--- src/sv/lsfg_pkg.sv ---
// Shared types, codes and constants of the LED strip frame generator.
package lsfg_pkg;

    localparam int LED_COUNT_W = 9;
    localparam logic [LED_COUNT_W-1:0] LED_COUNT_RESET = 9'd256;

    localparam int INDEX_W = 8;
    localparam int COMP_W  = 8;
    localparam int COLOR_W = 24;
    localparam int WORD_W  = 32;

    localparam int S_TDATA_W = 56;
    localparam int S_TUSER_W = 2;

    // Request kinds as they arrive on the input channel.
    localparam logic [1:0] REQ_SET_RGB    = 2'd0;
    localparam logic [1:0] REQ_SET_PACKED = 2'd1;
    localparam logic [1:0] REQ_START      = 2'd2;
    localparam logic [1:0] REQ_ADVANCE    = 2'd3;

    // Commands passed from the front end to the frame engine.
    localparam logic [1:0] CMD_WRITE   = 2'd0;
    localparam logic [1:0] CMD_START   = 2'd1;
    localparam logic [1:0] CMD_ADVANCE = 2'd2;

    localparam logic [WORD_W-1:0] START_WORD = 32'h0000_0000;
    localparam logic [WORD_W-1:0] END_WORD   = 32'hFFFF_FFFF;
    localparam logic [7:0]        PIXEL_MARK = 8'hFF;

    localparam int QUEUE_DEPTH = 4;
    localparam int QUEUE_AW    = 2;

    typedef struct packed {
        logic [1:0]         kind;
        logic [INDEX_W-1:0] index;
        logic [COLOR_W-1:0] color;
    } cmd_t;

endpackage

--- src/sv/lsfg_queue.sv ---
// Small command queue between the front end and the frame engine.
module lsfg_queue (
    input  logic           aclk,
    input  logic           aresetn,
    input  logic           push,
    input  lsfg_pkg::cmd_t push_cmd,
    input  logic           pop,
    output lsfg_pkg::cmd_t head_cmd,
    output logic           not_empty,
    output logic           full
);

    lsfg_pkg::cmd_t                  entry_reg [lsfg_pkg::QUEUE_DEPTH];
    logic [lsfg_pkg::QUEUE_AW-1:0]   wr_ptr_reg, wr_ptr_next;
    logic [lsfg_pkg::QUEUE_AW-1:0]   rd_ptr_reg, rd_ptr_next;
    logic [lsfg_pkg::QUEUE_AW:0]     fill_reg, fill_next;

    assign head_cmd  = entry_reg[rd_ptr_reg];
    assign not_empty = fill_reg != '0;
    assign full      = fill_reg == (lsfg_pkg::QUEUE_AW+1)'(lsfg_pkg::QUEUE_DEPTH);

    always_comb begin
        wr_ptr_next = push ? wr_ptr_reg + 1'b1 : wr_ptr_reg;
        rd_ptr_next = pop ? rd_ptr_reg + 1'b1 : rd_ptr_reg;
        fill_next   = fill_reg;
        if (push && !pop) begin
            fill_next = fill_reg + 1'b1;
        end else if (pop && !push) begin
            fill_next = fill_reg - 1'b1;
        end
    end

    always_ff @(posedge aclk) begin
        if (!aresetn) begin
            wr_ptr_reg <= '0;
            rd_ptr_reg <= '0;
            fill_reg   <= '0;
        end else begin
            wr_ptr_reg <= wr_ptr_next;
            rd_ptr_reg <= rd_ptr_next;
            fill_reg   <= fill_next;
        end
    end

    always_ff @(posedge aclk) begin
        if (push) begin
            entry_reg[wr_ptr_reg] <= push_cmd;
        end
    end

endmodule

--- config.mk ---
export PLATFORM = sky130hd
export DESIGN_NAME = lsfg_queue
export DESIGN_NICKNAME = d
export VERILOG_FILES = /design/src/sv/lsfg_pkg.sv /design/src/sv/lsfg_queue.sv
export SDC_FILE = /design/constraint.sdc
export NUM_CORES = 1
export LEC_CHECK = 0
export ABC_AREA = 1
export BUFFER_PORTS_ARGS = -buffer_cell sky130_fd_sc_hd__buf_4
export CAP_MARGIN = 10
export CORE_MARGIN = 2
export CORE_UTILIZATION = 46
export DETAILED_ROUTE_END_ITERATION = 10
export GPL_TIMING_DRIVEN = 0
export PLACE_DENSITY = 0.64
export SKIP_LAST_GASP = 1
export SLEW_MARGIN = 20
export SYNTH_ARGS = -nofsm -noshare
export SYNTH_HDL_FRONTEND = slang
export SYNTH_SLANG_ARGS = --single-unit
--- constraint.sdc ---
create_clock -name aclk -period 1.8 [get_ports aclk]
set_input_delay 0.18 -clock aclk [delete_from_list [all_inputs] [get_ports aclk]]
set_output_delay 0.18 -clock aclk [all_outputs]
set_load 0.02 [all_outputs]
Word level (Yosys, flattened, before mapping)
Memory sizes are Yosys's and may differ from the RTL's. A register that Yosys moved wholly into a read port is not among the register bits.
Index checks and enable logic that the tools add are counted.
{"block": "word_totals", "regBits": 7, "ramBits": 136, "out_inout_bits": 36, "wordCells": 21, "mem_count": 1}
{"name": "entry_reg", "depth": 4, "width": 34, "read_ports": 1, "rd_ports_with_merged_regs": 1, "wr": 1, "line_no": "lsfg_queue.sv:13", "rtl": "lsfg_pkg::cmd_t entry_reg [lsfg_pkg::QUEUE_DEPTH];"}
{"block": "classes", "add_sub_neg": 4, "eq_ne": 1, "muxes": 6, "n_reduce_logical": 6}
{"operator": "3-bit two-way mux", "n": 2}
{"operator": "2-bit by 1-bit adder with 2-bit output, second input constant", "n": 2}
{"operator": "2-bit two-way mux", "n": 2}
{"operator": "3-bit by 1-bit adder with 3-bit output, second input constant", "n": 1}
{"operator": "3-bit equality test, second input constant", "n": 1}
{"operator": "3-bit nonzero test", "n": 1}
{"operator": "3-bit by 1-bit subtractor with 3-bit output, second input constant", "n": 1}
{"operator": "1-bit logical AND", "n": 2}
{"operator": "1-bit logical NOT", "n": 2}
{"operator": "1-bit two-way mux", "n": 2}
{"operator": "2-bit nonzero test", "n": 1}

Logic depth before layout (Yosys ltp)
Gate-level depths: netlist of the first run.
{"block": "logic_depth", "word_depth": 4, "depth_mapped": 10, "depth_no_buf": 10}

Worst setup path before layout of the first run
OpenSTA, ideal clock, no wires.
{"block": "synth_timing", "path_type": "register to register", "from": "register wr_ptr_reg[0] (netlist name)", "to": "memory entry_reg[2][0] (netlist name) (enable)", "arrival_ps": 1260, "path_slack_ps": 151, "stages_incl_launch_ff": 5, "n_path_buf": 0, "synth_period_minus_slack_ps": 1649, "cell_sequence": "dfxtp_1 inv_1 ha_1 nand2_1 inv_1"}
{"element": "from (decl)", "line_no": "lsfg_queue.sv:14", "rtl": "logic [lsfg_pkg::QUEUE_AW-1:0] wr_ptr_reg, wr_ptr_next;"}
{"element": "from (signal assigned)", "line_no": "lsfg_queue.sv:39", "rtl": "wr_ptr_reg <= wr_ptr_next;"}
{"element": "to (decl)", "line_no": "lsfg_queue.sv:13"}
No word-level cell before the write port.

==> results of run 1 <==
metal layers:
metal	routed length (µm)	track usage [%]
met3	595	5.96
met4	165	6.51
met1	4910	22.7
met2	6090	30.1
met5	0	0
power breakdown:
part / leakage [nW] / total, mW / switching (mW) / internal, mW
Combinational: 1.23 / 1.15 / 0.623 / 0.527
Clock: 0.308 / 3.68 / 1.24 / 2.43
Sequential: 1.33 / 3.90 / 0.0526 / 3.85
Total: 2.86 / 8.73 / 1.92 / 6.81
cell type report:
type | count | area share [%]
Sequential cell | 145 | 54.8
Timing Repair Buffer | 115 | 14.5
Multi-Input combinational cell | 205 | 16.1
Buffer | 20 | 2.91
Clock inverter | 13 | 2.46
Clock buffer | 19 | 5.56
Inverter | 17 | 0.947
Tap cell | 168 | 2.70
what timing repair did:
action / in CTS / in global routing
setup endpoints to repair: 32 / 29
resized for setup: 19 / 62
setup buffers: 0 / 0
endpoints found under the hold margin: 136 / 0
gates cloned: 0 / 4
pin swaps: 1 / 8
hold buffers: 34 / 0
through the flow:
stage	instances	setup WS (ns)	area, µm²
after floorplan	388	0.151	5690
after global placement	629	-0.442	6450
after detailed placement	633	0.251	6540
after CTS	699	-0.00805	7560
after global routing	702	-0.0462	7790
final	702	0.0408	7790
worst max-delay path, delay by kind of cell (launching register included):
family	cells	cell delay, ns
and+or+nand+nor	1	0.09
DFF	1	0.45
AOI/OAI and AO/OA	1	0.10
buffers and inverters	4	0.51
placed cells by master (no fill, tap or decap), types with 2 or more instances in the layout:
cell type,count
buf_12,6
clkbuf_4,2
buf_8,4
clkbuf_16,21
nand2_1,10
buf_6,18
edfxtp_1,136
o21ai_0,45
ha_1,5
bufinv_16,5
dfxtp_4,2
a21oi_1,4
buf_4,65
clkinv_2,6
dfxtp_1,7
dlygate4sd3_1,34
nor2_2,14
o22ai_1,9
inv_2,4
o21ai_1,29
o22ai_2,25
inv_1,11
nor2_1,54
clkbuf_1,2
nor2_4,6
worst paths after layout:
kind / start / end / slack [ns] / depth (start not counted)
max reg2reg: wr_ptr_reg[0]$_SDFFE_PN0P_ / entry_reg[0][6]$_DFFE_PP_ / 0.24 / 5
max: flop / head_cmd[5] / 0.04 / 6
min: aresetn / fill_reg[2]$_SDFFE_PN0P_ / 0.03 / 3
min reg2reg: rd_ptr_reg[1]$_SDFFE_PN0P_ / flop / 0.46 / 1
kinds of logic after synthesis:
family | after synthesis
simple gates | 87
flops | 145
compound gates | 112
buf+inv | 38
fa+ha+maj | 6
==> results.md, run 1 <==
- Largest register FFs: 136
- Mean Syn Cell Area: 14.7 µm²
- Worst ir drop on vdd: 0.818 mV
- Synth Net Count: 432
- Post-Syn Area: 0.00569 mm²
- Post-synth top area share: 71.7%
- Tot GR Track Use: 18.2%
- Synth top cells by count: edfxtp_1, o21ai_0, nor2_1
- Hold Slack: 0.0343 ns
- Antenna Cells: 0
- Die width: 115 µm
- Fill cells: 880
- Final Core Density: 64.6%
- H-tree Lvls: 4
- Status: complete, no violations
- Area contributors post-synth: edfxtp_1, o21ai_0, o22ai_2
- Most common cell in the netlist: edfxtp_1
- Synth Area in Compound Gates: 12.8%
- Area growth from synthesis to layout: 36.9%
- Crit path DAT: 1.58 ns
- Slew @ Worst Pin: 0.473 ns
- Area of the multi-input gates: 0.00125 mm²
- Final cycle utilization of the critical path: 97.7%
- DR DRC count: 0
- Crit path kind: flop to output port
- Clk_lat worst skew: 0.41 ns
- Total wire length: 11,800 µm
- TritonRoute pass-1 iters: 4
- Setup Skew: 0.00625 ns
- Root Buffer: clkbuf_16
- Seq/Total Area, Yosys: 74.9%
- Power per Cell Area: 1120 mW/mm²
- Max FO, Critical Path: 7
- Max Slew Vio Count: 0
- Share of cells above drive strength 1: 34.3%
- Mux cell area share after synthesis: 0%
- Xor and xnor fraction of the mapped netlist area: 0%
- Yosys reg bits: 145
- GPL Wtd Cong: 0.705
- Synth Area in Adders: 1.45%
- Initial antenna violation count: 0
- Ys Warns: 0
- Static leakage: 2.86 nW
- Port Buffers: 73
- Wire per inst: 16.8 µm
- Synth Area in Simple Gates: 6.70%
- Antenna Nets Post-Route: 0
- Fmax: 568 MHz
- Die Ht: 115 µm
- Unrepaired setup endpoints after global routing: yes
- Max Cap Viol: 0
- Vias per cell: 5.01
- EDFF count, synth: 136
- CP Data Required Time: 1.62 ns
- Net count reported at finish: 565
- Starting Density: 47.2%
- Ys async rst share: 0%
- GRT overflow: 0
- Ports: 74
- Crit end category: output port
- First-pass GRT wire length: 17,600 µm
- Largest net degree at the start of global routing: 29
- Worst setup SP type: flop
- CTS Sinks: 145
- Worst path cell trace: inv_8, buf_12, clkbuf_16, nor2_2, o22ai_2, buf_6
- Vias in the first global route: 3,452
- Clock transition at path regs: 0.06 ns
- Crit path time final: 1.76 ns
- Final Total Pwr: 8.73 mW
- Clock Path Buffers: 2
- Dpl hpwl: 7000 µm
- Setup TNS: 0 ns
- Via count: 3,516
- Placeable Area: 0.0121 mm²
- Post-Syn Instances: 388
- Worst rel slew slack: 68.5%
- Storage element area: 0.00427 mm²
- DRT iter0 DRCs: 286
- Cts bufs inserted: 17
- Primary FF master, synth: edfxtp_1
- Post-synth top area cell: edfxtp_1
- Full die area: 0.0133 mm²
- Rows: 40
- Main combinational cell family by area after synthesis: compound AO/OA/AOI/OAI gates
- Hold Vio Cnt, Final: 0
- Final setup violation count: 0
- CTS tree: yes
- Worst min path class: primary input to flop
- Crit-path slowest cell: dfxtp_4
- Crit-path max cell delay: 0.45 ns
- Distinct cells, synth: 23
No activity file was read; power rests on OpenSTA's default activity.
==> run 2, diff against run 1 <==
- PLACE_DENSITY: 0.64 -> 0.66
- clock period: 1.8 -> 1.6 ns (I/O delays scaled with it)
==> run 2 against run 1 <==
Compared with the run above:
- the flow now finishes with violations (setup timing)
- critical path depth stayed put
- first-iteration DRC count grew 20%
- global-route usage grew 1.6 points
- power is 15% higher
- register-to-register slack worse by 0.11 ns
- largest cell class unchanged
==> results.md, run 2 (same netlist as run 1, synthesis figures left out) <==
- Port Buffers: 73
- Worst setup margin: -0.144 ns
- Combinational power share: 13.7%
- FF-to-FF Start: wr_ptr_reg[0]$_SDFFE_PN0P_
- CTS Sinks: 145
- Net count reported at finish: 575
- Max Cap Viol: 0
- Critical path depth: 6
- Part of the power in registers: 43.7%
- Largest register FFs: 136
- GPL Wtd Cong: 0.688
- Sw frac: 22.2%
- Share of cells above drive strength 1: 37.1%
- Area growth from synthesis to layout: 40.2%
- Antenna Cells: 0
- Internal: 7.81 mW
- Worst setup SP type: flop
- Via count: 3,624
- Clock transition at path regs: 0.06 ns
- Fmax: 573 MHz
- CP Data Required Time: 1.44 ns
- Commonest cells after routing, fill and taps aside: edfxtp_1, buf_4, nor2_1
- Final Total Pwr: 10.0 mW
- First-pass GRT wire length: 18,900 µm
- Tot GR Track Use: 19.8%
- Max Slew Vio Count: 0
- TritonRoute pass-1 iters: 4
- Crit path time final: 1.74 ns
- Worst min path class: primary input to flop
- End of the critical path: head_cmd[17]
- Power per Cell Area: 1260 mW/mm²
- Final cycle utilization of the critical path: 109%
- Starting Density: 47.2%
- Rows: 40
- Die width: 115 µm
- Crit-path max cell delay: 0.40 ns
- Setup Skew: 0.00528 ns
- Status: finished, violations left
- Total wire length: 12,500 µm
- Failing checks: setup timing
- Ports: 74
- Clk_lat worst skew: 0.42 ns
- Die Ht: 115 µm
- Buf+Inv Stages, Crit Path: 4
- DR DRC count: 0
- Dpl hpwl: 6870 µm
- Worst reg2reg endpoint: entry_reg[0][21]$_DFFE_PP_
- Commonest non-fill, non-tap cell in the layout: edfxtp_1
- Sw Pwr: 2.23 mW
- Reg2reg setup slack: 0.13 ns
- GRT overflow: 0
- Crit path DAT: 1.58 ns
- Pre-CTS setup slack: -0.444 ns
- Hold Vio Cnt, Final: 0
- Unrepaired setup endpoints after global routing: yes
- Crit path kind: flop to output port
- Fill cells: 859
- Antenna Nets Post-Route: 0
- Share of total power in the clock network: 42.6%
- Initial antenna violation count: 0
- Root Buffer: clkbuf_16
- Final setup violation count: 34
- Placeable Area: 0.0121 mm²
- Wire per inst: 17.6 µm
- Full die area: 0.0133 mm²
- Worst rel slew slack: 78.2%
- Crit path max-delay family: buffers and inverters
- DRT iter0 DRCs: 342
- Worst ir drop on vdd: 0.968 mV
- Max FO, Critical Path: 7
- Slew @ Worst Pin: 0.326 ns
- Vias in the first global route: 3,527
- Crit end category: output port
- Setup TNS: -3.79 ns
- Cts bufs inserted: 17
- H-tree Lvls: 4
- Worst path cell trace: inv_8, buf_12, clkbuf_16, nor2_4, o22ai_2, buf_6
- Static leakage: 2.91 nW
- CTS tree: yes
- Crit-path slowest cell: dfxtp_4
- Largest net degree at the start of global routing: 24
- Vias per cell: 5.09
- Clock Path Buffers: 2
- Cells on worst reg2reg path: 5
[run 2: cell types whose count changed in the layout (fill, tap and decap cells not counted), sizes merged]
cell	before	now
buf	95	102
bufbuf	0	1
clkbuf	25	26
clkinv	7	5
clkinvlp	1	6
dlygate4sd3	34	35
inv	17	14
[run 2: power by group through the flow]
stage	Clock, mW	Sequential (mW)	Combinational [mW]
2_1_floorplan	0	4.44	0.628
4_1_cts	4.31	4.38	1.30
3_5_place_dp	0	4.46	1.09
6_report	4.27	4.39	1.37
5_1_grt	4.51	4.40	1.47
3_3_place_gp	0	4.45	1.07
[run 2: layer usage]
layer | routed length (µm) | track usage [%] | vias to the layer above
li1 | - | - | 1728
met1 | 5390 | 25.0 | 1771
met2 | 6360 | 32.2 | 111
met3 | 599 | 6.17 | 14
met4 | 172 | 7.63 | 0
met5 | 0 | 0 | -
[run 2: worst min path at each step]
| stage | endpoint | start | cells past startpoint | slack [ns] |
|---|---|---|---|---|
| after floorplan | entry_reg[0][0]$_DFFE_PP_ | push_cmd[0] | 0 | 0.26 |
| after global placement | entry_reg[2][9]$_DFFE_PP_ | push_cmd[9] | 1 | 0.36 |
| after detailed placement | entry_reg[3][6]$_DFFE_PP_ | push_cmd[6] | 1 | 0.36 |
| after CTS | flop | pop | 3 | 0.05 |
| after global routing | flop | pop | 4 | 0.1 |
| final | flop | pop | 3 | 0.06 |
[run 2: final cells by class]
cell class / instances / area [µm²] / area share, %
buffer: 20 / 225 / 2.82
timing repair buffer: 122 / 1230 / 15.4
inverter: 17 / 82.6 / 1.03
clock inverter: 10 / 183 / 2.29
tap: 168 / 210 / 2.63
clock buffer: 22 / 464 / 5.82
timing repair inverter: 3 / 22.5 / 0.282
multi-input combinational: 205 / 1300 / 16.2
sequential: 145 / 4270 / 53.5
[run 2: worst register-to-register path, delay by kind of cell, from the launching register on]
kind / cells / cell delay [ns]
adder cells (fa/ha/maj): 1 / 0.20
buffers and inverters: 3 / 0.45
flip-flops: 1 / 0.36
AND/OR/NAND/NOR: 1 / 0.22
[run 2: repair_timing]
item,4_1_cts,5_1_grt
cloned,4,3
buffers inserted,9,0
hold endpoints to repair,137,0
endpoints found under the setup margin,136,34
hold buffers,35,0
resized for setup,59,45
pin swaps,7,22
[run 2: stage by stage]
step	instance area, µm²	instances	hold WS (ns)	utilization, %
after floorplan	5700	388	0.259	-
after global placement	6460	629	0.359	53.6
after detailed placement	6480	630	0.364	53.7
after CTS	7780	709	0.0480	64.5
after global routing	7980	712	0.0960	66.2
final	7980	712	0.0614	66.2
