`config.mk`:
```
export PLATFORM = sky130hd
export DESIGN_NAME = lsfg_front
export DESIGN_NICKNAME = d
export VERILOG_FILES = /design/src/sv/lsfg_pkg.sv /design/src/sv/lsfg_front.sv
export SDC_FILE = /design/constraint.sdc
export NUM_CORES = 1
export LEC_CHECK = 0
export BUFFER_PORTS_ARGS = -buffer_cell sky130_fd_sc_hd__buf_2
export CAP_MARGIN = 20
export CORE_ASPECT_RATIO = 1.5
export CORE_MARGIN = 2
export CORE_UTILIZATION = 30
export DETAILED_ROUTE_END_ITERATION = 6
export GPL_ROUTABILITY_DRIVEN = 0
export PLACE_DENSITY_LB_ADDON = 0.1
export SYNTH_ARGS = -nofsm -noshare
export SYNTH_HDL_FRONTEND = slang
export SYNTH_SLANG_ARGS = --single-unit
```
`constraint.sdc`:
```
create_clock -name vclk -period 1.4
set_input_delay 0.28 -clock vclk [all_inputs]
set_output_delay 0.28 -clock vclk [all_outputs]
set_load 0.01 [all_outputs]
```
`src/sv/lsfg_pkg.sv`:
```
// Shared types, codes and constants of the LED strip frame generator.
package lsfg_pkg;

    localparam int LED_COUNT_W = 9;
    localparam logic [LED_COUNT_W-1:0] LED_COUNT_RESET = 9'd256;

    localparam int INDEX_W = 8;
    localparam int COMP_W  = 8;
    localparam int COLOR_W = 24;
    localparam int WORD_W  = 32;

    localparam int S_TDATA_W = 56;
    localparam int S_TUSER_W = 2;

    // Request kinds as they arrive on the input channel.
    localparam logic [1:0] REQ_SET_RGB    = 2'd0;
    localparam logic [1:0] REQ_SET_PACKED = 2'd1;
    localparam logic [1:0] REQ_START      = 2'd2;
    localparam logic [1:0] REQ_ADVANCE    = 2'd3;

    // Commands passed from the front end to the frame engine.
    localparam logic [1:0] CMD_WRITE   = 2'd0;
    localparam logic [1:0] CMD_START   = 2'd1;
    localparam logic [1:0] CMD_ADVANCE = 2'd2;

    localparam logic [WORD_W-1:0] START_WORD = 32'h0000_0000;
    localparam logic [WORD_W-1:0] END_WORD   = 32'hFFFF_FFFF;
    localparam logic [7:0]        PIXEL_MARK = 8'hFF;

    localparam int QUEUE_DEPTH = 4;
    localparam int QUEUE_AW    = 2;

    typedef struct packed {
        logic [1:0]         kind;
        logic [INDEX_W-1:0] index;
        logic [COLOR_W-1:0] color;
    } cmd_t;

endpackage

```
`src/sv/lsfg_front.sv`:
```
// Front end: takes request items, classifies them and turns them into commands.
module lsfg_front (
    input  logic                                s_tvalid,
    output logic                                s_tready,
    input  logic [lsfg_pkg::S_TDATA_W-1:0]      s_tdata,
    input  logic [lsfg_pkg::S_TUSER_W-1:0]      s_tuser,
    input  logic [lsfg_pkg::LED_COUNT_W-1:0]    active_count,
    input  logic                                queue_full,
    output logic                                push,
    output lsfg_pkg::cmd_t                      cmd
);

    logic [lsfg_pkg::INDEX_W-1:0] pixel_index;
    logic [lsfg_pkg::COMP_W-1:0]  red;
    logic [lsfg_pkg::COMP_W-1:0]  green;
    logic [lsfg_pkg::COMP_W-1:0]  blue;
    logic [lsfg_pkg::COLOR_W-1:0] packed_color;
    logic                         in_range;
    logic                         keep;

    assign pixel_index  = s_tdata[7:0];
    assign red          = s_tdata[15:8];
    assign green        = s_tdata[23:16];
    assign blue         = s_tdata[31:24];
    assign packed_color = s_tdata[55:32];

    assign in_range = {1'b0, pixel_index} < active_count;
    assign s_tready = !queue_full;

    always_comb begin
        cmd.index = pixel_index;
        cmd.color = packed_color;
        cmd.kind  = lsfg_pkg::CMD_ADVANCE;
        keep      = 1'b1;
        unique case (s_tuser)
            lsfg_pkg::REQ_SET_RGB: begin
                cmd.kind  = lsfg_pkg::CMD_WRITE;
                cmd.color = {blue, green, red};
                keep      = in_range;
            end
            lsfg_pkg::REQ_SET_PACKED: begin
                cmd.kind = lsfg_pkg::CMD_WRITE;
                keep     = in_range;
            end
            lsfg_pkg::REQ_START: begin
                cmd.kind = lsfg_pkg::CMD_START;
            end
            lsfg_pkg::REQ_ADVANCE: begin
                cmd.kind = lsfg_pkg::CMD_ADVANCE;
            end
            default: begin
                keep = 1'b0;
            end
        endcase
    end

    // Sets beyond the strip are taken and dropped here.
    assign push = s_tvalid && s_tready && keep;

endmodule

```
---- Word level (Yosys, flattened, before mapping) ----
Cells that the tools add are included.
storage, ports and cells
  input port bits ......................... 69
  register bits after elaboration ......... 0
  logic and storage cells ................. 12
cells by class
  multiplexer cells ....................... 3
  $lt $le $gt $ge ......................... 1
  reduce and logical (&&, ||, !) cells .... 5
  equality and inequality tests ........... 3
operators with widths
  operator                                                         number
  24-bit two-way mux                                               1
  8-bit by 9-bit less-than comparator with 1-bit output            1
  2-bit case mux with 3 select lines                               1
  2-bit == test, second input constant                             2
  2-bit by 1-bit == test with 1-bit output, second input constant  1
  1-bit logical AND                                                2
  2-bit logical NOT                                                1
  2-bit OR reduction                                               1
  1-bit logical NOT                                                1
  1-bit two-way mux                                                1

---- Longest topological paths before layout ----
Gate-level depths: netlist (run 1).
  word-level depth ........................ 4
  gate-level depth with buffers ........... 6

---- Least setup slack after synthesis (run 1) ----
No wires, ideal clock.
  path kind ............................... input to output
  start point ............................. input port active_count[6] in the netlist's numbering
  end point ............................... output port push
  slack ................................... -0.055 ns
  stages on the path ...................... 6
  buffers on the path ..................... 0
  required time ........................... 1.120 ns
  arrival ................................. 1.175 ns
  path through ............................ inv_1 -> ha_1 -> a21o_1 -> a21oi_1 -> o311ai_0 -> a21oi_1
on the way
  longest elaborated chain between the ends .. 3
ends and longest elaborated chain
  element                                                RTL line          source
  start: declaration                                     lsfg_front.sv:7   input logic [lsfg_pkg::LED_COUNT_W-1:0] active_count,
  8-bit by 9-bit less-than comparator with 1-bit output  lsfg_front.sv:27  assign in_range = {1'b0, pixel_index} < active_count;
  1-bit two-way mux                                      lsfg_front.sv:35  unique case (s_tuser)
  1-bit logical AND                                      lsfg_front.sv:58  assign push = s_tvalid && s_tready && keep;
  end: declaration                                       lsfg_front.sv:9   output logic push,
Every way passes these cells.

---- Worst setup path in the final report (run 1) ----
  start point ............................. input port s_tdata[6] in the netlist's numbering
  end point ............................... output port push
on the way
  longest elaborated chain between the ends .. 3
ends and longest elaborated chain
  element                                                RTL line          source
  start: declaration                                     lsfg_front.sv:5   input logic [lsfg_pkg::S_TDATA_W-1:0] s_tdata,
  8-bit by 9-bit less-than comparator with 1-bit output  lsfg_front.sv:27
  1-bit two-way mux                                      lsfg_front.sv:35
  1-bit logical AND                                      lsfg_front.sv:58
Every way passes these cells.

==> results of run 1 <==
==> kinds of logic (layout without fill, tap and decap cells) <==
logic type	Yosys count	in the layout	share of synthesized area, %
adders and majority gates	7	7	13.31
AOI/OAI and AO/OA	8	8	7.795
and+or+nand+nor	6	6	6.084
muxes	24	24	52.47
buffers and inverters	19	120	20.34
==> through the flow <==
stage	setup WS, ns	cells	hold slack (ns)	instance area [um2]
4_1_cts	-0.1097	185	0.7609	1358
3_3_place_gp	-0.1748	185	0.7583	1166
2_1_floorplan	0.0006541	64	0.6064	670.6
5_1_grt	-0.1737	187	0.7672	1419
3_5_place_dp	-0.1756	185	0.7632	1166
6_report	-0.1104	187	0.7571	1419
==> synthesized netlist by cell type <==
| library cell | n | share of area (%) |
|---|---|---|
| a21o_1 | 1 | 1.1 |
| a21oi_1 | 3 | 2.3 |
| a22oi_1 | 1 | 1.1 |
| and2_1 | 1 | 0.95 |
| buf_12 | 2 | 6.1 |
| buf_4 | 8 | 9.1 |
| ha_1 | 7 | 13 |
| inv_1 | 9 | 5.1 |
| mux2_2 | 4 | 6.8 |
| mux2_4 | 20 | 46 |
| nand3_1 | 1 | 0.76 |
| nor2_4 | 1 | 1.7 |
| nor2b_1 | 1 | 0.95 |
| nor3_1 | 1 | 0.76 |
| nor4_1 | 1 | 0.95 |
| o211ai_1 | 1 | 1.1 |
| o21ai_0 | 1 | 0.76 |
| o311ai_0 | 1 | 1.3 |
==> layer usage <==
layer / part of all wire, % / wire, um / vias up / track usage, %
li1: - / - / 422 / -
met1: 31 / 711 / 383 / 14.21
met2: 60 / 1382 / 56 / 33.63
met3: 8.6 / 197 / 2 / 2.053
met4: 0.56 / 13 / 0 / 0.8929
met5: 0 / 0 / - / 0
==> what timing repair did <==
action,CTS,global route
pin swaps,8,2
cloned,0,1
setup buffers,0,1
endpoints found under the hold margin,0,0
gates resized for setup,35,6
setup endpoints to repair,25,25
hold buffers,0,0
==> worst max-delay path: cells and delay by family <==
kind	cells	cell delay [ns]
AO/OA/AOI/OAI	4	0.49
adder cells (fa/ha/maj)	1	0.22
buffers and inverters	2	0.24
==> cell type report <==
cell class	instances	area (um2)	share of cell area, %
multi-input combinational	45	568.0	40.04
tap	22	27.53	1.940
timing repair buffer	111	787.0	55.47
inverter	9	36.28	2.557
==> how the worst min path moves through the flow <==
stage / startpoint / end / slack, ns / cells after the start
finish: s_tdata[6] / cmd[30] / 0.76 / 2
global route: s_tdata[6] / cmd[30] / 0.77 / 2
CTS: s_tdata[6] / cmd[30] / 0.76 / 2
detailed placement: s_tdata[0] / cmd[24] / 0.76 / 2
global placement: s_tdata[0] / cmd[24] / 0.76 / 2
floorplan: s_tuser[0] / cmd[32] / 0.61 / 1
==> power breakdown <==
part / total [W] / internal, W / switching (W)
clock: 0 / 0 / 0
sequential: 0 / 0 / 0
combinational: 0.000487 / 0.000314 / 0.000174
==> impl_metrics.py, run 1 <==
metrics = {
    "synth": {
        "avgSynthCellArea_um2": 10.28,
        "synth_area_um2": 658.1,
        "ys_seq_area_share_pct": 0,
        "yosys_warnings": 0,
        "synth.distinct_cells": 18,
        "synthCells": 64,
        "syn-num-nets": 140,
    },
    "timing": {
        "setup_viol": 25,
        "max_slew_margin_pct": 84.38,
        "finalSetupTns_ns": -1.120,
        "drv_slew": 0,
        "post-route-min-period_ns": 1.510,
        "hold_viol_final": 0,
        "period_share_pct": 107.9,
        "setup_slack_ns": -0.1104,
        "fmax_ghz": 0.6621,
        "rsz0062_at_grt": "true",
        "worstMarginPinSlew_ns": 0.2322,
    },
    "global_routing": {
        "grt_antenna_before_repair": 0,
        "grt_pass1_wl_mm": 3.098,
        "grt_pass1_vias": 763,
        "gr-usage-all-layers_pct": 14.82,
        "grt-ovfl-total": 0,
        "grt_start_max_net_pins": 17,
    },
    "route": {
        "drc": 0,
        "drtPass1Iterations": 2,
        "routedWlPerCell_um": 12.32,
        "via_per_inst": 4.615,
        "vias": 863,
        "routed_wl_mm": 2.304,
        "antenna_left": 0,
        "drt-initial-drc-count": 2,
    },
    "hold_path": {
        "holdCritPathClass": "in -> out",
    },
    "power_and_ir_drop": {
        "power.density_nw_per_um2": 343.4,
        "total_power_w": 0.0004872,
        "ir_worst_vdd_v": 0.0001773,
        "p_leak_nw": 0.8267,
    },
    "layout": {
        "n_clock_buffer": 0,
        "num-fill-cells": 178,
        "layout.nets": 243,
        "final_cell_mix": "buf_2 (77), buf_6 (27), mux2_4 (24)",
        "n_antenna_cell": 0,
        "nFlopsAndLatches": 0,
        "drive_above_1_share_pct": 86.06,
        "layout_commonest_cell": "buf_2",
        "areaGrowthSynthToFinish_pct": 115.6,
        "post-route-util_pct": 69.15,
        "seqCellArea_um2": 0,
    },
    "flow_run": {
        "maxCapViolCount": 0,
    },
    "setup_path": {
        "cp_slowest_cell": "ha_4",
        "timing_worst_setup_path_type": "in -> out",
        "cp_data_required_time_ns": 1.12,
        "crit_path_end_kind": "output pin",
        "startpoint": "s_tdata[6]",
        "cp_cell_sequence": "buf_6 > ha_4 > a21o_1 > a21oi_2 > o311ai_2 > a21oi_1 > buf_2",
        "path_max_fanout": 2,
        "crit_path_max_incr_delay_ns": 0.22,
        "crit_end": "push",
        "worst-endpoint-arrival_ns": 1.23,
        "cp-start-kind": "input pin",
    },
    "placement": {
        "io_buffers": 105,
        "dp_hpwl_mm": 1.798,
    },
    "floorplanning": {
        "die_w_um": 42.24,
        "die_h_um": 61.37,
        "die_area_um2": 2592,
        "pin_count": 105,
        "placementRows": 20,
        "start_util_pct": 32.07,
        "core_area_um2": 2052,
    },
    "status": {
        "status": "finished with violations",
        "violations": "setup timing",
    },
}
No activity file was read; power rests on OpenSTA's default activity.
==> run 2: changes to the inputs <==
==> constraint.sdc (replaced) <==
create_clock -name vclk -period 1.52
set_input_delay 0.304 -clock vclk [all_inputs]
set_output_delay 0.304 -clock vclk [all_outputs]
set_load 0.01 [all_outputs]
==> impl_metrics.py, run 2 (synthesized netlist as in run 1, its figures left out) <==
metrics = {
    "floorplanning": {
        "die_w_um": 42.24,
        "die_area_um2": 2592,
        "core_area_um2": 2052,
        "placementRows": 20,
        "start_util_pct": 32.07,
        "die_h_um": 61.37,
        "pin_count": 105,
    },
    "power_and_ir_drop": {
        "clockPowerShare_pct": 0,
        "total_power_w": 0.0004592,
        "p_switching_w": 0.0001639,
        "p_leak_nw": 0.8415,
        "ir_worst_vdd_v": 0.0001471,
        "seq_power_share_pct": 0,
        "internal_power_w": 0.0002953,
        "switching_share_pct": 35.70,
        "comb_power_share_pct": 100.0,
        "power.density_nw_per_um2": 319.2,
    },
    "timing": {
        "setup_slack_ns": -0.09537,
        "drv_slew": 0,
        "rsz0062_at_grt": "true",
        "post-route-min-period_ns": 1.615,
        "setup_viol": 19,
        "fmax_ghz": 0.6191,
        "worstMarginPinSlew_ns": 0.2229,
        "period_share_pct": 106.3,
        "max_slew_margin_pct": 85.00,
        "fin_hold_ws_ns": 0.8022,
        "hold_viol_final": 0,
    },
    "setup_path": {
        "cp_slowest_cell": "ha_4",
        "worst-endpoint-arrival_ns": 1.31,
        "cp_cell_sequence": "buf_8 > ha_4 > a21o_1 > a21oi_2 > o311ai_2 > a21oi_1 > buf_2",
        "path_buf_inv": 2,
        "path_delay_family": "compound AO/OA/AOI/OAI gates",
        "cp-start-kind": "input pin",
        "timing_worst_setup_path_type": "in -> out",
        "cp_data_required_time_ns": 1.22,
        "crit_path_max_incr_delay_ns": 0.23,
        "crit_path_end_kind": "output pin",
        "path_max_fanout": 2,
    },
    "route": {
        "antenna_left": 0,
        "via_per_inst": 4.681,
        "m1WireLength_um": 716,
        "top_layer_used": "met4",
        "routed_wl_mm": 2.541,
        "dr_wl_met3_um": 204,
        "drc": 0,
        "drtPass1Iterations": 2,
        "vias": 880,
        "routedWlPerCell_um": 13.52,
        "drt-initial-drc-count": 1,
        "wl_met2_mm": 1.572,
    },
    "global_routing": {
        "grt_start_max_net_pins": 13,
        "gr-usage-all-layers_pct": 14.51,
        "grt-ovfl-total": 0,
        "grt_pass1_vias": 763,
        "grt_antenna_before_repair": 0,
        "grt_pass1_wl_mm": 3.056,
    },
    "layout": {
        "n_clock_buffer": 0,
        "layout.nets": 244,
        "final_cell_mix": "buf_2 (77), buf_6 (27), mux2_4 (24)",
        "areaGrowthSynthToFinish_pct": 118.6,
        "layout_commonest_cell": "buf_2",
        "drive_above_1_share_pct": 84.94,
        "num-fill-cells": 169,
        "seqCellArea_um2": 0,
        "n_antenna_cell": 0,
        "nFlopsAndLatches": 0,
    },
    "placement": {
        "io_buffers": 105,
        "dp_hpwl_mm": 1.854,
        "pre_cts_slack_ns": -0.2417,
    },
    "flow_run": {
        "maxCapViolCount": 0,
    },
    "hold_path": {
        "holdCritPathClass": "in -> out",
    },
    "status": {
        "violations": "setup timing",
        "status": "finished with violations",
    },
    "cts": {
        "cts_hold_buf": 0,
    },
}
==> run 2: cell count changes in the layout (fill, tap and decap cells not counted) <==
cell and change:
clkbuf_16 +1, ha_1 +2, ha_2 -2
==> run 2: routing by layer <==
| layer | global-route usage, % | up-vias |
|---|---|---|
| met1 | 13.33 | 397 |
| met5 | 0 | - |
| li1 | - | 426 |
| met3 | 2.346 | 4 |
| met2 | 33.19 | 53 |
| met4 | 1.339 | 0 |
==> run 2: final cells by class <==
cell class                      count  area [um2]  area share [%]
Inverter                            9       36.28           2.522
Multi-Input combinational cell     45       563.0           39.13
Tap cell                           22       27.53           1.913
Timing Repair Buffer              112       812.0           56.43
==> run 2: worst paths after layout <==
path / from / end / slack (ns) / depth (start not counted)
setup / recovery: s_tdata[6] / push / -0.1 / 7
hold / removal: s_tdata[6] / cmd[30] / 0.80 / 2
==> run 2: power by group through the flow <==
stage / Sequential (W) / Clock, W / Combinational (W)
6_report: 0 / 0 / 0.000459
5_1_grt: 0 / 0 / 0.000493
4_1_cts: 0 / 0 / 0.000381
3_5_place_dp: 0 / 0 / 0.000347
3_3_place_gp: 0 / 0 / 0.000337
2_1_floorplan: 0 / 0 / 0.000196
==> run 2: what timing repair did <==
item                                   in CTS  in global routing
setup buffers                               0                  1
gates cloned                                1                  2
pin swaps                                   1                  1
setup endpoints to repair                   6                 25
endpoints found under the hold margin       0                  0
resized for setup                          14                 30
==> run 2: metrics by stage <==
step	cells	TNS (ns)	utilization (%)	area [um2]
after detailed placement	184	-0.3705	55.85	1146
after CTS	185	-0.2214	60.24	1236
final	188	-0.4334	70.12	1439
after global placement	184	-0.2484	55.85	1146
after global routing	188	-1.403	70.12	1439
after floorplan	64	0	-	658.1
==> run 3: changes to the inputs <==
--- a/config.mk
+++ b/config.mk
@@ -5,13 +5,15 @@
 export SDC_FILE = /design/constraint.sdc
 export NUM_CORES = 1
 export LEC_CHECK = 0
+export ABC_AREA = 1
 export BUFFER_PORTS_ARGS = -buffer_cell sky130_fd_sc_hd__buf_2
 export CAP_MARGIN = 20
 export CORE_ASPECT_RATIO = 1.5
 export CORE_MARGIN = 2
-export CORE_UTILIZATION = 30
+export CORE_UTILIZATION = 29
 export DETAILED_ROUTE_END_ITERATION = 6
 export GPL_ROUTABILITY_DRIVEN = 0
+export GPL_TIMING_DRIVEN = 0
 export PLACE_DENSITY_LB_ADDON = 0.1
 export SYNTH_ARGS = -nofsm -noshare
 export SYNTH_HDL_FRONTEND = slang
==> impl_metrics.py, run 3 <==
metrics = {
    "synth": {
        "ys_top_cells_by_count": "mux2_2 (23), inv_1 (16), nand2_1 (15), buf_4 (8), ha_1 (7)",
        "yosys.area.top_type": "mux2_2",
        "yosysMostFrequentCell": "mux2_2",
        "synth_top_area_share_pct": 42.16,
        "yosys_warnings": 0,
        "synth_area_leaders": "mux2_2 (42%), ha_1 (14%), buf_4 (9.8%)",
        "ys_seq_area_share_pct": 0,
        "avgSynthCellArea_um2": 7.492,
        "syn-num-nets": 158,
        "synthCells": 82,
        "synth_area_um2": 614.3,
        "synth.distinct_cells": 12,
    },
    "placement": {
        "io_buffers": 105,
        "dp_hpwl_mm": 1.934,
        "dpl.cell_count": 209,
    },
    "layout": {
        "layout_commonest_cell": "buf_2",
        "seqCellArea_um2": 0,
        "nFlopsAndLatches": 0,
        "final_cell_mix": "buf_2 (80), buf_6 (23), mux2_4 (13), nand2_1 (13)",
        "num-fill-cells": 169,
        "n_clock_buffer": 0,
        "areaGrowthSynthToFinish_pct": 138.5,
        "layout.nets": 266,
        "n_antenna_cell": 0,
        "drive_above_1_share_pct": 84.04,
        "fin_cells": 210,
    },
    "setup_path": {
        "cp-start-kind": "input pin",
        "crit_path_max_incr_delay_ns": 0.26,
        "path_delay_family": "simple AND/OR/NAND/NOR gates",
        "cp_slowest_cell": "ha_4",
        "cp_data_required_time_ns": 1.22,
        "cp_cell_sequence": "buf_2 > ha_4 > nand2_1 > nor2_2 > nand3_1 > nand3_1 > a21oi_1 > buf_2",
        "path_max_fanout": 2,
        "worst-endpoint-arrival_ns": 1.23,
        "timing_worst_setup_path_type": "in -> out",
        "crit_path_end_kind": "output pin",
        "path_buf_inv": 2,
    },
    "timing": {
        "fmax_ghz": 0.6506,
        "post-route-min-period_ns": 1.537,
        "worstMarginPinSlew_ns": 0.1435,
        "rsz0062_at_grt": "true",
        "setup_viol": 3,
        "period_share_pct": 101.1,
        "finalSetupTns_ns": -0.02587,
        "setup_slack_ns": -0.01705,
        "hold_viol_final": 0,
        "max_slew_margin_pct": 90.41,
        "drv_slew": 0,
    },
    "power_and_ir_drop": {
        "ir_worst_vdd_v": 0.0001639,
        "total_power_w": 0.0004501,
        "p_leak_nw": 0.8533,
        "power.density_nw_per_um2": 307.2,
    },
    "floorplanning": {
        "die_w_um": 41.58,
        "die_area_um2": 2510,
        "die_h_um": 60.37,
        "core_area_um2": 2027,
        "pin_count": 105,
        "start_util_pct": 30.31,
        "placementRows": 20,
    },
    "route": {
        "via_per_inst": 4.495,
        "drtPass1Iterations": 3,
        "vias": 944,
        "antenna_left": 0,
        "routed_wl_mm": 2.579,
        "drt-initial-drc-count": 9,
        "drc": 0,
        "routedWlPerCell_um": 12.28,
    },
    "flow_run": {
        "maxCapViolCount": 0,
    },
    "cts": {
        "cts_hold_buf": 0,
    },
    "global_routing": {
        "grt-ovfl-total": 0,
        "grt_pass1_vias": 924,
        "gr-usage-all-layers_pct": 18.62,
        "grt_pass1_wl_mm": 3.774,
        "grt_antenna_before_repair": 0,
        "grt_start_max_net_pins": 11,
    },
    "status": {
        "status": "finished with violations",
        "violations": "setup timing",
    },
    "hold_path": {
        "holdCritPathClass": "in -> out",
    },
}
-- run 3: power breakdown --
group | total (W) | internal (W) | switching (W)
registers | 0 | 0 | 0
clock network | 0 | 0 | 0
logic | 0.000450 | 0.000277 | 0.000173
total | 0.000450 | 0.000277 | 0.000173
-- run 3: path summary, 6_finish.rpt --
path       start       end  slack, ns  depth (start not counted)
min   queue_full  s_tready       0.85                          3
max   s_tdata[7]      push      -0.02                          8
-- run 3: layout make-up --
class                      instances  area (um2)  share of cell area [%]
buffer                            10       86.33                   5.892
inverter                          16       72.57                   4.953
multi-input combinational         56       593.1                   40.48
tap                               22       27.53                   1.879
timing repair buffer             106       685.7                   46.80
-- run 3: logic make-up after synthesis --
group                    share of synthesized area [%]
buffers and inverters                            23.22
adder cells (fa/ha/maj)                          14.26
AO/OA/AOI/OAI                                    2.852
AND/OR/NAND/NOR                                  15.07
multiplexers                                     44.60
-- run 3: layer usage --
layer,global-route usage (%),vias to the layer above,wire length [um]
met5,0,-,0
met1,16.43,415,847
met2,41.96,61,1461
li1,-,468,-
met3,5.952,0,270
met4,0,0,0
-- run 3: metrics by stage --
stage / utilization (%) / worst slack [ns] / hold slack, ns / cell area (um2)
after global placement: 57.59 / -0.1306 / 0.8421 / 1167
after floorplan: - / 0.08797 / 0.6555 / 614.3
after global routing: 72.28 / -0.06954 / 0.8524 / 1465
after CTS: 67.16 / -0.04978 / 0.8496 / 1361
after detailed placement: 57.59 / -0.1174 / 0.8487 / 1167
final: 72.28 / -0.01705 / 0.8475 / 1465
-- run 3: timing repair --
item	in CTS	in global routing
setup endpoints to repair	21	25
buffers inserted	1	0
pin swaps	11	11
cloned	0	0
gates resized for setup	33	31
